<file path="src/rtl/binomial_mod_prime_table_top_defines.svh">
// ----------------------------------------------------------------------------
// Binomial table assertion macros
// Shared concurrent check macros for the binomial-mod-prime block.
// ----------------------------------------------------------------------------
`ifndef BINOMIAL_MOD_PRIME_TABLE_TOP_DEFINES_SVH
`define BINOMIAL_MOD_PRIME_TABLE_TOP_DEFINES_SVH

`ifndef NO_ASSERTIONS
// Check a property on every rising clock edge outside reset
`define BMPT_ASSERT(lbl, prop) \
  lbl: assert property (@(posedge clk_i) disable iff (!rst_ni) prop) \
    else $error("%m: check failed");
// Check that a condition never holds outside reset
`define BMPT_ASSERT_NEVER(lbl, cond) \
  lbl: assert property (@(posedge clk_i) disable iff (!rst_ni) !(cond)) \
    else $error("%m: forbidden condition seen");
`else
`define BMPT_ASSERT(lbl, prop)
`define BMPT_ASSERT_NEVER(lbl, cond)
`endif

`endif

</file>
<file path="src/rtl/bmpt_pkg.sv">
// ----------------------------------------------------------------------------
// Binomial table package
// Types and fixed constants shared by the binomial-mod-prime modules.
// ----------------------------------------------------------------------------
`timescale 1ns / 1ps

package bmpt_pkg;

  localparam int unsigned ModW = 30;
  localparam int unsigned ProdW = 2 * ModW;
  localparam int unsigned MmCntW = 6;
  localparam logic [MmCntW-1:0] MmSteps = MmCntW'(ProdW);
  localparam logic [ModW-1:0] ModReset = 30'd998244353;
  localparam logic [ModW-1:0] ModMin = 30'd2;

  typedef enum logic {
    CMD_BUILD = 1'b0,
    CMD_QUERY = 1'b1
  } cmd_e;

  typedef enum logic [1:0] {
    ST_OK        = 2'd0,
    ST_RANGE     = 2'd1,
    ST_NOT_BUILT = 2'd2
  } status_e;

  typedef enum logic [3:0] {
    S_IDLE,
    S_BF_MUL,
    S_BF_WAIT,
    S_PW_CHK,
    S_PW_ACC,
    S_PW_AWAIT,
    S_PW_SQ,
    S_PW_SWAIT,
    S_IV_CHK,
    S_IV_WAIT,
    S_Q_RD2,
    S_Q_M1,
    S_Q_W1,
    S_Q_M2,
    S_Q_W2,
    S_FIN
  } state_e;

  typedef struct packed {
    logic busy;
    logic done;
  } mm_stat_t;

endpackage

</file>
<file path="src/rtl/bmpt_modmul.sv">
// ----------------------------------------------------------------------------
// Modular multiplier
// Registered 30x30 product, then remainder by restoring reduction, one bit
// of the product per cycle.
// ----------------------------------------------------------------------------
`timescale 1ns / 1ps

`include "binomial_mod_prime_table_top_defines.svh"

module bmpt_modmul (
  input  logic                       clk_i,
  input  logic                       rst_ni,
  input  logic                       start_i,
  input  logic [bmpt_pkg::ModW-1:0]  a_i,
  input  logic [bmpt_pkg::ModW-1:0]  b_i,
  input  logic [bmpt_pkg::ModW-1:0]  p_i,
  output bmpt_pkg::mm_stat_t         stat_o,
  output logic [bmpt_pkg::ModW-1:0]  res_o
);
  import bmpt_pkg::*;

  logic [ProdW-1:0]  prod_q, prod_d;
  logic [ModW-1:0]   rem_q, rem_d;
  logic [MmCntW-1:0] cnt_q, cnt_d;
  logic              busy_q, busy_d;
  logic              done_q, done_d;
  logic [ModW:0]     trial;

  // shift one product bit into the remainder, subtract once if needed
  always_comb begin
    prod_d = prod_q;
    rem_d  = rem_q;
    cnt_d  = cnt_q;
    busy_d = busy_q;
    done_d = 1'b0;
    trial  = {rem_q, prod_q[ProdW-1]};
    if (start_i) begin
      prod_d = ProdW'(a_i) * ProdW'(b_i);
      rem_d  = '0;
      cnt_d  = MmSteps;
      busy_d = 1'b1;
    end else if (busy_q) begin
      if (trial >= {1'b0, p_i}) begin
        rem_d = ModW'(trial - {1'b0, p_i});
      end else begin
        rem_d = trial[ModW-1:0];
      end
      prod_d = {prod_q[ProdW-2:0], 1'b0};
      cnt_d  = cnt_q - MmCntW'(1);
      if (cnt_q == MmCntW'(1)) begin
        busy_d = 1'b0;
        done_d = 1'b1;
      end
    end
  end

  // hold control state
  always_ff @(posedge clk_i or negedge rst_ni) begin
    if (!rst_ni) begin
      busy_q <= 1'b0;
      done_q <= 1'b0;
      cnt_q  <= '0;
    end else begin
      busy_q <= busy_d;
      done_q <= done_d;
      cnt_q  <= cnt_d;
    end
  end

  // hold datapath
  always_ff @(posedge clk_i) begin
    prod_q <= prod_d;
    rem_q  <= rem_d;
  end

  assign stat_o.busy = busy_q;
  assign stat_o.done = done_q;
  assign res_o       = rem_q;

  `BMPT_ASSERT_NEVER(a_start_busy, start_i && busy_q)
  `BMPT_ASSERT(a_done_pulse, done_q |=> !done_q)
  `BMPT_ASSERT(a_rem_reduced, busy_q |-> (rem_q < p_i))

endmodule

</file>
<file path="config.mk">
export PLATFORM = sky130hd
export DESIGN_NAME = bmpt_modmul
export DESIGN_NICKNAME = d
export VERILOG_FILES = /design/src/rtl/bmpt_pkg.sv /design/src/rtl/bmpt_modmul.sv
export VERILOG_INCLUDE_DIRS = /design/src /design/src/rtl
export SDC_FILE = /design/constraint.sdc
export NUM_CORES = 2
export LEC_CHECK = 0
export BUFFER_PORTS_ARGS = -buffer_cell sky130_fd_sc_hd__buf_2
export CELL_PAD_IN_SITES_DETAIL_PLACEMENT = 0
export CELL_PAD_IN_SITES_GLOBAL_PLACEMENT = 2
export CORE_MARGIN = 2
export CORE_UTILIZATION = 35
export CTS_CLUSTER_DIAMETER = 80
export DETAILED_ROUTE_END_ITERATION = 8
export GPL_TIMING_DRIVEN = 0
export PLACE_DENSITY_LB_ADDON = 0.1
export SLEW_MARGIN = 40
export SYNTH_ARGS = -nofsm -noshare
export SYNTH_HDL_FRONTEND = slang
export SYNTH_SLANG_ARGS = --single-unit
export TNS_END_PERCENT = 50
</file>
<file path="constraint.sdc">
create_clock -name clk_i -period 3.4 [get_ports clk_i]
set_input_delay 0.17 -clock clk_i [delete_from_list [all_inputs] [get_ports clk_i]]
set_output_delay 0.17 -clock clk_i [all_outputs]
set_load 0.02 [all_outputs]
</file>
======== Yosys cells after proc, flatten, opt, wreduce, memory -nomap -nowiden ========
Index checks and enable logic that the tools add are counted.
storage, ports and cells
  register bits after elaboration ......... 98
  output and inout bits ................... 32
cells by class
  add/sub/neg operators ................... 2
  $mul .................................... 1
  order comparisons ....................... 1
  eq/ne operators ......................... 1
  multiplexer cells ....................... 11
  reduce and logical (&&, ||, !) cells .... 1
operator list
  kind                                                                 number
  60-bit 2-to-1 mux                                                    2
  30-bit by 30-bit multiplier with 60-bit output                       1
  31-bit by 30-bit >= comparator with 1-bit output                     1
  30-bit 2-to-1 mux                                                    1
  30-bit subtractor                                                    1
  6-bit 2-to-1 mux                                                     2
  6-bit by 1-bit == test with 1-bit output (second input constant)     1
  1-bit 2-to-1 mux                                                     6
  6-bit by 1-bit subtractor with 6-bit output (second input constant)  1
  2-bit nonzero test                                                   1

======== Logic depth before layout (Yosys ltp) ========
  depth after elaboration ................. 4
  gate-level depth with buffers ........... 30
  gate-level depth less buffers ........... 28

======== Worst setup path before layout ========
No wires, ideal clock.
  path type ............................... input -> register
  start point ............................. in b_i[6] in the netlist's numbering
  end point ............................... reg prod_q[53], data pin
  library setup time ...................... 260 ps
  arrival ................................. 6,789 ps
  data required time ...................... 3,140 ps
  path slack .............................. -3,649 ps
  stages .................................. 26
  path through ............................ clkbuf_1 and2_1 fa_1 fa_1 inv_1 fa_1 fa_1 fa_1 inv_1 fa_1 fa_1 inv_1 fa_1 inv_1 ha_1 clkbuf_1 a21o_1 a21o_1 a21oi_1 nand2_1 o31ai_2 o2111ai_1 nand2_1 o21bai_1 xnor2_1 mux2_2
on the way
  cells in the longest elaborated chain, start to end .. 2
ends and longest elaborated chain
  item                                            line               text
  from (decl)                                     bmpt_modmul.sv:15  input logic [bmpt_pkg::ModW-1:0] b_i,
  30-bit by 30-bit multiplier with 60-bit output  bmpt_modmul.sv:38  prod_d = ProdW'(a_i) * ProdW'(b_i);
  60-bit 2-to-1 mux                               bmpt_modmul.sv:37  if (start_i) begin
  named net prod_d[53]                            bmpt_modmul.sv:22  logic [ProdW-1:0] prod_q, prod_d;
  to (signal assigned)                            bmpt_modmul.sv:72  prod_q <= prod_d;
  to (decl)                                       bmpt_modmul.sv:22
The timed path passes the listed nets, and every way through them passes these cells.
A chain may end at the register's enable or synchronous reset.

======== Worst setup path after layout ========
  start point ............................. in b_i[18] in the netlist's numbering
  end point ............................... reg prod_q[56], data pin
Same word-level chain as after synthesis.

==> reports/summary.txt <==
Run status: finished with violations
Violated checks: setup timing
Sum Neg Setup Slack: -157.05 ns
Vias in the first global route: 28996
Max Clock Freq: 143 MHz
RePlAce Congestion: 0.902
Avg Cell Area, Syn: 9.06 sq um
Synthesis-stage register bit count: 98
Slew margin rel.: 0.458
Dpl ws: -4.98 ns
IO buf count: 63
Drt first pass iters: 7
Startpoint Class: primary input
Filler Cell Count: 10438
WL final: 135000 microns
Overflow after GRT: 0
Die X-Extent: 324 microns
Total CTS buffers: 9
Most frequent cells in the layout: inv_1, fa_1, and2_1
Dpl cells: 5393
Drt via density: 4.88
Root Driver: clkbuf_16
MaxCap Viol Count: 0
Final setup fails: 54
Worst Tran Pin Value: 0.814 ns
Worst-path fanout max: 8
Core Region: 102000 sq um
Largest net degree at the start of global routing: 45
Layout cell share with drive strength beyond 1: 0.171
Die Y: 324 microns
Vias: 26753
Area grow syn2layout: 17.0%
Antenna violations before repair: 9
Cell area after synthesis: 35800 sq um
Clock Skew: 0.0107 ns
1st-iter DRT viols: 1649
Placed wire-length estimate: 111000 microns
FP Rows: 117
Synth Net Count: 5110
# H-tree levels: 3
Yosys cell types: 82
Clock slew at reported path FFs: 0.08 ns
Mapped Cells: 3956
RSZ-0062 raised after global routing: true
Predominant post-synthesis flop cell: edfxtp_1
Commonest non-fill, non-tap cell in the layout: inv_1
Residual DRC: 0
Worst EP arrival: 7.12 ns
Crit Path Class: primary input to flop
Final Max Slew Viols: 0
Reg2reg start: prod_q[59]
Ports: 125
Overall Global Routing Usage: 0.264
Hold Path Class: primary input to async pin
WL/cell: 24.6 microns
Layout net count: 5260
Critical path endpoint category: flop
Initial core utilization: 0.353
CTS max path bufs: 2
Final Hold Fails: 0
First-pass GRT wire length: 200000 microns
CTS sink count: 98
Async S/R FF share, synth: 0.0816
Synth warn: 0
CP Launch Point: b_i[18]
Post-synth EDFFs: 60
Setup WS post-layout: -3.60 ns
Required time worst endpoint: 3.52 ns
Later-pin clock latency in the skew report: 0.38 ns
Register area share after synthesis: 0.0726
Post-route ant nets: 0
CTS tree: done
Final Cycle Share: 2.06
Final min period: 7.00 ns
Full die area: 105000 sq um
Fin cells: 5482
kinds of logic after synthesis:
| family | count (synthesis) | share of synthesized area |
|---|---|---|
| AND/OR/NAND/NOR | 1183 | 0.168 |
| flip-flops | 98 | 0.0726 |
| buffers and inverters | 1117 | 0.119 |
| multiplexers | 76 | 0.0231 |
| XOR/XNOR | 83 | 0.0203 |
| AO/OA/AOI/OAI | 338 | 0.0620 |
| adder cells (fa/ha/maj) | 1061 | 0.534 |
what timing repair did:
item / 4_1_cts / 5_1_grt
endpoints found under the setup margin: 59 / 78
hold buffers: 1 / 0
pin swaps: 112 / 128
endpoints found under the hold margin: 8 / 0
buffers inserted: 60 / 23
gates resized for setup: 488 / 177
cloned: 1 / 1
layer usage:
layer  global-route usage  wire (microns)  vias to the layer above  part of all wire
met2                0.423           62000                      709              0.46
met3               0.0337            7390                      112             0.055
met5                    0               0                        -                 0
met1                0.378           62200                    13815              0.46
li1                     -               -                    12117                 -
met4               0.0633            3100                        0             0.023
stage by stage:
stage | utilization | hold WS, ns | area, sq um
after floorplan | - | -0.126 | 36200
after global placement | 0.377 | 0.0299 | 38300
after detailed placement | 0.378 | 0.0306 | 38400
after CTS | 0.406 | 0.146 | 41200
after global routing | 0.413 | 0.187 | 41900
final | 0.413 | 0.159 | 41900
cell type report:
cell class              count  area (sq um)  share of cell area
multi-input cells        2741         30300               0.723
clock buffers               9           225             0.00537
repair buffers            154          1180              0.0282
well taps                1368          1710              0.0408
flip-flops and latches     98          2600              0.0621
inverters                 871          3270              0.0781
diodes                      3          7.51            0.000179
plain buffers             231          2510              0.0599
clock inverters             7          77.6             0.00185
synthesized netlist by cell type, drive strengths merged (7+ instances only):
library cell / count / area (sq um)
inv: 871 / 3270
fa: 781 / 15600
and2: 519 / 3250
nand2: 473 / 1780
ha: 280 / 3500
clkbuf: 227 / 873
a21oi: 100 / 500
nor2: 76 / 295
edfxtp: 60 / 1800
o21ai: 60 / 312
a21o: 56 / 422
mux2: 54 / 608
xnor2: 46 / 403
xor2: 37 / 324
nand4: 31 / 194
dfxtp: 30 / 601
a211oi: 22 / 170
mux2i: 22 / 220
buf: 19 / 139
o21bai: 19 / 150
nand3: 18 / 90.1
a31oi: 16 / 100
o211ai: 15 / 123
nand2b: 14 / 87.6
nor3: 11 / 55.1
and3: 10 / 63.8
dfrtp: 8 / 200
or3: 7 / 48.8
worst max-delay path, stage by stage:
cell       delay (ns)
clkbuf_16        0.14
and2_4           0.16
fa_1             0.53
inv_1            0.05
fa_1             0.52
inv_1            0.05
fa_1             0.47
inv_1            0.05
fa_1             0.50
inv_2            0.05
fa_2             0.61
fa_2             0.46
fa_2             0.61
inv_2            0.05
fa_1             0.48
inv_1            0.07
ha_4             0.27
buf_8            0.11
nand2_4          0.06
nor2_4           0.09
and3_4           0.19
nand4_1          0.23
a31oi_4          0.37
o221ai_4         0.16
o311ai_2         0.25
xor2_1           0.13
mux2_4           0.27
registers in the layout (all words and copies together) (netlist names):
| name | count |
|---|---|
| prod_q | 60 |
| res_o | 30 |
| cnt_q | 6 |
| busy_q | 1 |
| done_q | 1 |
final timing paths:
path                                   end  slack [ns]  cells after the start
worst max-delay path            prod_q[56]       -3.60                     27
worst max register to register   res_o[28]        0.17                     13
worst min register to register   res_o[28]        0.50                      2
min in group clk_i                res_o[0]        0.27                      5
max in group asynchronous         cnt_q[4]        3.06                      2
worst min-delay path              cnt_q[1]        0.16                      2
Power is not shown: default switching activity piles up to over one toggle a cycle in this logic, so the estimate is an artifact.
